--- config.mk ---
export PLATFORM = sky130hd
export DESIGN_NAME = dsh_ctrl
export DESIGN_NICKNAME = d
export VERILOG_FILES = /design/src/rtl/core/dsh_pkg.sv /design/src/rtl/core/dsh_ctrl.sv
export SDC_FILE = /design/constraint.sdc
export NUM_CORES = 1
export LEC_CHECK = 0
export ABC_CLOCK_PERIOD_IN_PS = 3800
export BUFFER_PORTS_ARGS = -buffer_cell sky130_fd_sc_hd__buf_2
export CAP_MARGIN = 20
export CORE_AREA = 2 2 39 41
export CTS_CLUSTER_SIZE = 20
export DETAILED_ROUTE_END_ITERATION = 16
export DIE_AREA = 0 0 41 43
export PLACE_DENSITY = 0.5
export SYNTH_ARGS = -nofsm -noshare
export SYNTH_HDL_FRONTEND = slang
export SYNTH_SLANG_ARGS = --single-unit
--- constraint.sdc ---
create_clock -name clk -period 3.8 [get_ports clk]
set_clock_uncertainty 0.2 [all_clocks]
set_input_delay 0.19 -clock clk [delete_from_list [all_inputs] [get_ports clk]]
set_output_delay 0.19 -clock clk [all_outputs]
set_load 0.1 [all_outputs]
--- src/rtl/core/dsh_pkg.sv ---
`default_nettype none

package dsh_pkg;

  localparam int MAX_DEPTH     = 8;
  localparam int NOISE_BITS    = 15;
  localparam int HEIGHT_BITS   = 24;
  localparam int AMP_BITS      = 20;
  localparam int SMALL_BITS    = 4;
  localparam int IDX_BITS      = MAX_DEPTH + 1;
  localparam int SQ_BITS       = MAX_DEPTH;
  localparam int LVL_BITS      = 4;
  localparam int PHASE_BITS    = 3;
  localparam int SIDE          = (1 << MAX_DEPTH) + 1;
  localparam int MEM_DEPTH     = SIDE * SIDE;
  localparam int ADDR_BITS     = $clog2(MEM_DEPTH);
  localparam int CFG_IDX_BITS  = 3;
  localparam int CFG_DATA_BITS = 24;
  localparam int NUM_CORNERS   = 4;
  localparam int CSEL_BITS     = 2;

  // register indexes on the configuration port
  localparam logic [CFG_IDX_BITS-1:0] REG_DEPTH     = 3'd0;
  localparam logic [CFG_IDX_BITS-1:0] REG_ROUGHNESS = 3'd1;
  localparam logic [CFG_IDX_BITS-1:0] REG_INIT_AMP  = 3'd2;
  localparam logic [CFG_IDX_BITS-1:0] REG_CORNER_TL = 3'd3;
  localparam logic [CFG_IDX_BITS-1:0] REG_CORNER_TR = 3'd4;
  localparam logic [CFG_IDX_BITS-1:0] REG_CORNER_BL = 3'd5;
  localparam logic [CFG_IDX_BITS-1:0] REG_CORNER_BR = 3'd6;

  typedef struct packed {
    logic                 take;
    logic                 corner_wr;
    logic [CSEL_BITS-1:0] corner_sel;
    logic                 rd_en;
    logic [CSEL_BITS-1:0] rd_sel;
    logic                 calc_base;
    logic                 calc_final;
    logic                 commit;
  } cmd_t;

  typedef struct packed {
    logic start_gen;
    logic phase_zero;
  } status_t;

endpackage

`default_nettype wire

--- src/rtl/core/dsh_ctrl.sv ---
`default_nettype none

module dsh_ctrl (
  input  wire logic            clk,
  input  wire logic            rst_n,
  input  wire logic            in_valid,
  output logic                 in_stall,
  input  wire dsh_pkg::status_t status,
  input  wire logic            out_free,
  output dsh_pkg::cmd_t        cmd
);

  typedef enum logic [2:0] {
    S_IDLE,
    S_CORNER,
    S_READ,
    S_BASE,
    S_FINAL,
    S_OUT
  } state_t;

  state_t                        state_r;
  logic [dsh_pkg::CSEL_BITS-1:0] cnt_r;

  always_ff @(posedge clk) begin
    if (!rst_n) begin
      state_r <= S_IDLE;
      cnt_r   <= '0;
    end else begin
      unique case (state_r)
        S_IDLE: begin
          if (in_valid) begin
            cnt_r <= '0;
            if (status.start_gen) begin
              state_r <= S_CORNER;
            end else if (status.phase_zero) begin
              state_r <= S_READ;
            end else begin
              state_r <= S_BASE;
            end
          end
        end
        S_CORNER: begin
          cnt_r <= cnt_r + 1'b1;
          if (cnt_r == '1) begin
            state_r <= S_READ;
          end
        end
        S_READ: begin
          cnt_r <= cnt_r + 1'b1;
          if (cnt_r == '1) begin
            state_r <= S_BASE;
          end
        end
        S_BASE:  state_r <= S_FINAL;
        S_FINAL: state_r <= S_OUT;
        S_OUT: begin
          if (out_free) begin
            state_r <= S_IDLE;
          end
        end
        default: state_r <= S_IDLE;
      endcase
    end
  end

  assign in_stall = (state_r != S_IDLE);

  always_comb begin
    cmd            = '0;
    cmd.take       = (state_r == S_IDLE) && in_valid;
    cmd.corner_wr  = (state_r == S_CORNER);
    cmd.corner_sel = cnt_r;
    cmd.rd_en      = (state_r == S_READ);
    cmd.rd_sel     = cnt_r;
    cmd.calc_base  = (state_r == S_BASE);
    cmd.calc_final = (state_r == S_FINAL);
    cmd.commit     = (state_r == S_OUT) && out_free;
  end

  a_commit_free: assert property (@(posedge clk) disable iff (!rst_n)
    cmd.commit |-> out_free)
    else $error("commit while output register is blocked");

  a_start_corners: assert property (@(posedge clk) disable iff (!rst_n)
    (state_r == S_IDLE && in_valid && status.start_gen) |=>
      (state_r == S_CORNER && cnt_r == '0))
    else $error("generation start did not enter corner writes");

  a_read_to_base: assert property (@(posedge clk) disable iff (!rst_n)
    (state_r == S_READ && cnt_r == '1) |=> state_r == S_BASE)
    else $error("corner reads did not hand over to the sum");

endmodule

`default_nettype wire

==> results.sh, run 1 <==
export IMPL_status="completed"
export IMPL_die_area_sq_um=1760
export IMPL_leakage_nw=0.240
export IMPL_cts_max_level=1
export IMPL_grt_max_degree=17
export IMPL_core_sq_um=1380
export IMPL_power_density_nw_per_um2=654
export IMPL_grt_pass1_vias=326
export IMPL_synth_cell_types=25
export IMPL_cp_max_fo=16
export IMPL_worst_setup_path_type="flip-flop to output port"
export IMPL_swShare_pct=57.3
export IMPL_layout_drive_gt1_share_pct=37.7
export IMPL_slew_violations=0
export IMPL_clk_path_buf_depth=2
export IMPL_clock_latency_ps=240
export IMPL_vias=372
export IMPL_cpMaxStageDelayCell="dfxtp_1"
export IMPL_dr_wl_met2_um=343
export IMPL_clockRootBuffer="clkbuf_4"
export IMPL_syn_area_sq_um=394
export IMPL_grt_usage_pct=11.8
export IMPL_insertedDiodeCount=0
export IMPL_post_cts_setup_buffers=0
export IMPL_drv_cap=0
export IMPL_worst_path_largest_cell_delay_ps=450
export IMPL_firstDrtPassIters=1
export IMPL_synth_simple_gate_area_share_pct=28.9
export IMPL_synth_seq_cells=5
export IMPL_gp_congestion=0.713
export IMPL_top_layer_used="met3"
export IMPL_synth_compound_area_share_pct=25.1
export IMPL_ctsHoldBuffers=1
export IMPL_core_rowCount=14
export IMPL_drt_iter0_markers=0
export IMPL_seqPwrFrac_pct=25.0
export IMPL_finalSetupViolations=0
export IMPL_drc_errors=0
export IMPL_antenna_found_initial=0
export IMPL_finalCritPeriodShare_pct=53.2
export IMPL_syn_instance_count=45
export IMPL_die_y_um=43
export IMPL_fin_area_sq_um=485
export IMPL_cpLargestDelayFamily="simple AND/OR/NAND/NOR gates"
export IMPL_cp_required_ps=3410
export IMPL_fin_crit_ps=2020
export IMPL_rsz0062_at_grt="no"
export IMPL_ys_seq_area_share_pct=25.4
export IMPL_synthXorXnorAreaFrac_pct=2.22
export IMPL_max_freq_mhz=495
export IMPL_synthToLayoutAreaGrowth_pct=23.2
export IMPL_cts_tree="yes"
export IMPL_overflow=0
export IMPL_nets=69
export IMPL_crit_path_end_kind="output port"
export IMPL_route_met3_wl_um=55
export IMPL_clkPwrFrac_pct=18.5
export IMPL_cts_sink_count=5
export IMPL_cts_made_buffers=3
export IMPL_muxShareOfSynthArea_pct=0
export IMPL_mostFrequentLayoutCell="buf_2"
export IMPL_fillerInstances=145
export IMPL_worst_hold_path_type="input port to flip-flop"
export IMPL_cts_resized=0
export IMPL_final_cell_mix="buf_2, dfxtp_1, nor2_1, inv_1"
export IMPL_yosysWarningCount=0
export IMPL_start_kind="flip-flop"
export IMPL_syn_area_per_cell_sq_um=8.76
export IMPL_setup_tns_ps=0
export IMPL_drt_wirelength_per_cell_um=10.6
export IMPL_start_util_pct=28.5
export IMPL_p_switching_mw=0.182
export IMPL_port_buffers=16
export IMPL_worst_pin_slew_ps=478
export IMPL_routed_wirelength_um=814
export IMPL_cts_clk_slew_worst_paths_ps=40
export IMPL_max_vdd_ir_drop_v=0.000247
export IMPL_m1WireLength_um=416
export IMPL_synth_top_family_by_area="simple AND/OR/NAND/NOR gates"
export IMPL_crit_chain="or3_1 > nor2_1 > buf_2"
export IMPL_seq_area_sq_um=100
export IMPL_grt_pass1_wl_mm=1.41
export IMPL_postRouteAntennaNets=0
export IMPL_fp_dieW_um=41
export IMPL_maxSlewHeadroom_pct=68.1
export IMPL_critical_path_buf_inv_count=1
export IMPL_p_int_mw=0.136
export IMPL_placed_area_sq_um=449
export IMPL_cp_data_arrival_time_ps=1630
export IMPL_multi_input_area_sq_um=234
export IMPL_synthAdderAreaFrac_pct=3.17
export IMPL_via_per_inst=4.83
export IMPL_combPwrFrac_pct=56.5
export IMPL_syn_num_nets=52
export IMPL_dp_hpwl_um=591
export IMPL_hold_violations=0
export IMPL_ioPinCount=17
-- worst register-to-register path: stages (launching register included) --
cell,delay (ps)
dfxtp_1,410
ha_1,270
and4bb_2,220
a31oi_1,150
a31oi_1,90
-- through the flow --
step	power, mW	hold WS [ps]	util, %	setup WS (ps)	std cells
3_5_place_dp	0.259	244	32.5	2040	72
4_1_cts	0.322	120	35.1	1780	77
5_1_grt	0.338	151	35.1	1660	77
6_report	0.318	126	35.1	1780	77
2_1_floorplan	0.244	123	-	582	45
3_3_place_gp	0.260	238	32.5	2050	72
-- layer usage --
metal | global-route usage, % | vias to the layer above
li1 | - | 198
met1 | 16.7 | 165
met2 | 14.7 | 9
met3 | 8.38 | 0
met4 | 2.00 | 0
met5 | 0 | -
-- synthesized netlist by cell type --
| master | instances | area [sq um] |
|---|---|---|
| buf_6 | 2 | 22.5 |
| and4bb_2 | 2 | 25.0 |
| a21boi_0 | 1 | 7.51 |
| inv_1 | 4 | 15.0 |
| a32oi_1 | 1 | 8.76 |
| and2_1 | 1 | 6.26 |
| nor3b_2 | 1 | 12.5 |
| o21bai_1 | 1 | 7.51 |
| a211oi_1 | 1 | 7.51 |
| dfxtp_1 | 5 | 100 |
| xnor2_1 | 1 | 8.76 |
| nor3b_1 | 2 | 15.0 |
| nand2b_1 | 2 | 12.5 |
| and3b_1 | 1 | 8.76 |
| o211a_1 | 1 | 10.0 |
| and4_1 | 1 | 8.76 |
| a2111oi_2 | 1 | 15.0 |
| nand2_1 | 1 | 3.75 |
| buf_4 | 3 | 22.5 |
| ha_1 | 1 | 12.5 |
| nor2_1 | 4 | 15.0 |
| a31oi_1 | 3 | 18.8 |
| or3_1 | 1 | 6.26 |
| o311ai_1 | 1 | 8.76 |
| a21oi_1 | 3 | 15.0 |
-- final timing paths --
check                   from        to  slack, ps  depth (start not counted)
setup / recovery  state_r[0]    cmd[9]       1780                          3
hold / removal      in_valid  cnt_r[0]        130                          3
setup reg to reg    cnt_r[1]  cnt_r[1]       2350                          4
hold reg to reg     cnt_r[1]  cnt_r[1]        350                          2
-- cell type report --
cell class / count / share of cell area (%)
multi-input cells: 31 / 48.2
flip-flops and latches: 5 / 20.6
repair buffers: 17 / 18.6
clock buffers: 4 / 5.41
well taps: 16 / 4.12
inverters: 4 / 3.09
-- power groups by stage --
stage               Clock (mW)  Combinational (mW)  Sequential (mW)
global placement             0               0.180           0.0797
finish                  0.0588               0.179           0.0794
CTS                     0.0624               0.180           0.0790
floorplan                    0               0.147           0.0971
global route            0.0674               0.189           0.0821
detailed placement           0               0.179           0.0797
-- state kept, by name, indices dropped and copies added, names as in the netlist --
signal,cells
cnt_r,2
state_r,3
-- cell families (layout without fill, tap and decap cells) --
family                     after synthesis  after routing
and+or+nand+nor                         16             16
buffers and inverters                    9             25
DFF                                      5              5
adders and majority gates                1              1
xor gates and xnor gates                 1              1
AOI/OAI and AO/OA                       13             13
Power figures use the tool's default switching activity.
==> run 2, diff against run 1 <==
- ABC_CLOCK_PERIOD_IN_PS: 3800 -> 1950
- clock period: 3.8 -> 1.95 ns (I/O delays scaled with it)
==> run 2 against run 1 <==
  * Critical path depth is 1 lower
  * Non-clock buffer count is 1 higher
  * Largest cell class unchanged
  * Utilization is 4.1 points higher
  * Critical endpoint is now cmd[0]
  * Cell area is 12% higher
  * Wire length is 2.7% higher
  * Sequential share of layout area is 1.7 points lower
==> results.sh, run 2 (synthesis results as in run 1) <==
export IMPL_status="completed"
export IMPL_grt_max_degree=16
export IMPL_cp_data_arrival_time_ps=1560
export IMPL_hold_violations=0
export IMPL_grt_pass1_vias=312
export IMPL_placed_area_sq_um=503
export IMPL_routed_wirelength_um=836
export IMPL_rsz0062_at_grt="no"
export IMPL_synthToLayoutAreaGrowth_pct=37.5
export IMPL_fp_dieW_um=41
export IMPL_top_register="state_r"
export IMPL_final_cell_mix="buf_2, inv_1, clkbuf_4"
export IMPL_drv_cap=0
export IMPL_nets=70
export IMPL_insertedDiodeCount=0
export IMPL_cts_clk_slew_worst_paths_ps=40
export IMPL_leakage_nw=0.257
export IMPL_ioPinCount=17
export IMPL_clock_latency_ps=240
export IMPL_vias=382
export IMPL_core_rowCount=14
export IMPL_die_y_um=43
export IMPL_drt_wirelength_per_cell_um=10.7
export IMPL_cts_max_level=1
export IMPL_drt_iter0_markers=1
export IMPL_worst_setup_path_type="flip-flop to output port"
export IMPL_reg_largest_list="state_r: 3 flops, cnt_r: 2 flops"
export IMPL_cts_sink_count=5
export IMPL_start_util_pct=28.5
export IMPL_die_area_sq_um=1760
export IMPL_worst_pin_slew_ps=527
export IMPL_power_total_mw=0.660
export IMPL_mostFrequentLayoutCell="buf_2"
export IMPL_via_per_inst=4.90
export IMPL_worst_hold_path_type="input port to flip-flop"
export IMPL_clk_path_buf_depth=2
export IMPL_grt_pass1_wl_mm=1.32
export IMPL_cp_max_fo=14
export IMPL_overflow=0
export IMPL_power_density_nw_per_um2=1220
export IMPL_firstDrtPassIters=3
export IMPL_start_kind="flip-flop"
export IMPL_grt_usage_pct=11.6
export IMPL_postRouteAntennaNets=0
export IMPL_maxSlewHeadroom_pct=64.8
export IMPL_post_cts_setup_buffers=0
export IMPL_finalSetupViolations=0
export IMPL_finalCritPeriodShare_pct=95.1
export IMPL_largest_reg_flops=3
export IMPL_cp_required_ps=1650
export IMPL_crit_path_end_kind="output port"
export IMPL_antenna_found_initial=0
export IMPL_max_vdd_ir_drop_v=0.000507
export IMPL_clockRootBuffer="clkbuf_4"
export IMPL_layout_drive_gt1_share_pct=48.4
export IMPL_fin_area_sq_um=542
export IMPL_port_buffers=16
export IMPL_gp_congestion=0.676
export IMPL_cts_tree="yes"
export IMPL_cts_made_buffers=3
export IMPL_drc_errors=0
export IMPL_max_freq_mhz=539
export IMPL_slew_violations=0
export IMPL_core_sq_um=1380
export IMPL_fin_crit_ps=1850
export IMPL_utilization_pct=39.2
export IMPL_dp_hpwl_um=613
[run 2: cell count changes in the layout (fill, tap and decap cells not counted), sizes merged]
cell    change
clkbuf      +1
[run 2: path summary, 6_finish.rpt]
kind	cells after the start	from	to	slack, ps
worst min register to register	2	cnt_r[1]	cnt_r[1]	320
worst max-delay path	2	state_r[2]	cmd[0]	100
worst min-delay path	3	in_valid	state_r[0]	30
worst max register to register	3	state_r[2]	cnt_r[1]	440
[run 2: repair_timing]
action / CTS / global route
hold buffers: 1 / 0
resized for setup: 0 / 1
endpoints found under the setup margin: 0 / 1
hold endpoints to repair: 5 / 0
[run 2: layout make-up]
class	instances	area (sq um)
inverter	4	15.0
timing repair buffer	18	115
multi-input combinational	31	263
clock buffer	4	26.3
tap	16	20.0
fill	153	842
sequential	5	103
[run 2: per-layer routing]
layer | global-route usage, % | part of all wire (%) | routed length, um | vias up
met5 | 0 | 0 | 0 | -
met4 | 12.0 | 3.7 | 31 | 0
met3 | 3.14 | 4.1 | 34 | 4
met2 | 13.4 | 42 | 351 | 9
met1 | 15.7 | 50 | 418 | 171
li1 | - | - | - | 198
[run 2: stage by stage]
step           hold slack, ps  worst slack [ps]  instances  setup TNS, ps
6_report                 32.3              95.4         78              0
4_1_cts                  33.5              63.1         78              0
3_3_place_gp              146               338         73              0
2_1_floorplan            23.5              -172         45           -172
3_5_place_dp              146               321         73              0
5_1_grt                  49.4              25.0         78              0
[run 2: critical path: stages (launching register included)]
cell,delay [ps]
dfxtp_1,640
and4_1,260
buf_2,420
[run 2: power by group]
part | leakage [nW] | switching, mW | internal (mW) | total [mW]
registers | 0.0419 | 0.0367 | 0.119 | 0.156
clock network | 0.0150 | 0.0405 | 0.0772 | 0.118
logic | 0.200 | 0.290 | 0.0966 | 0.386
total | 0.257 | 0.367 | 0.293 | 0.660
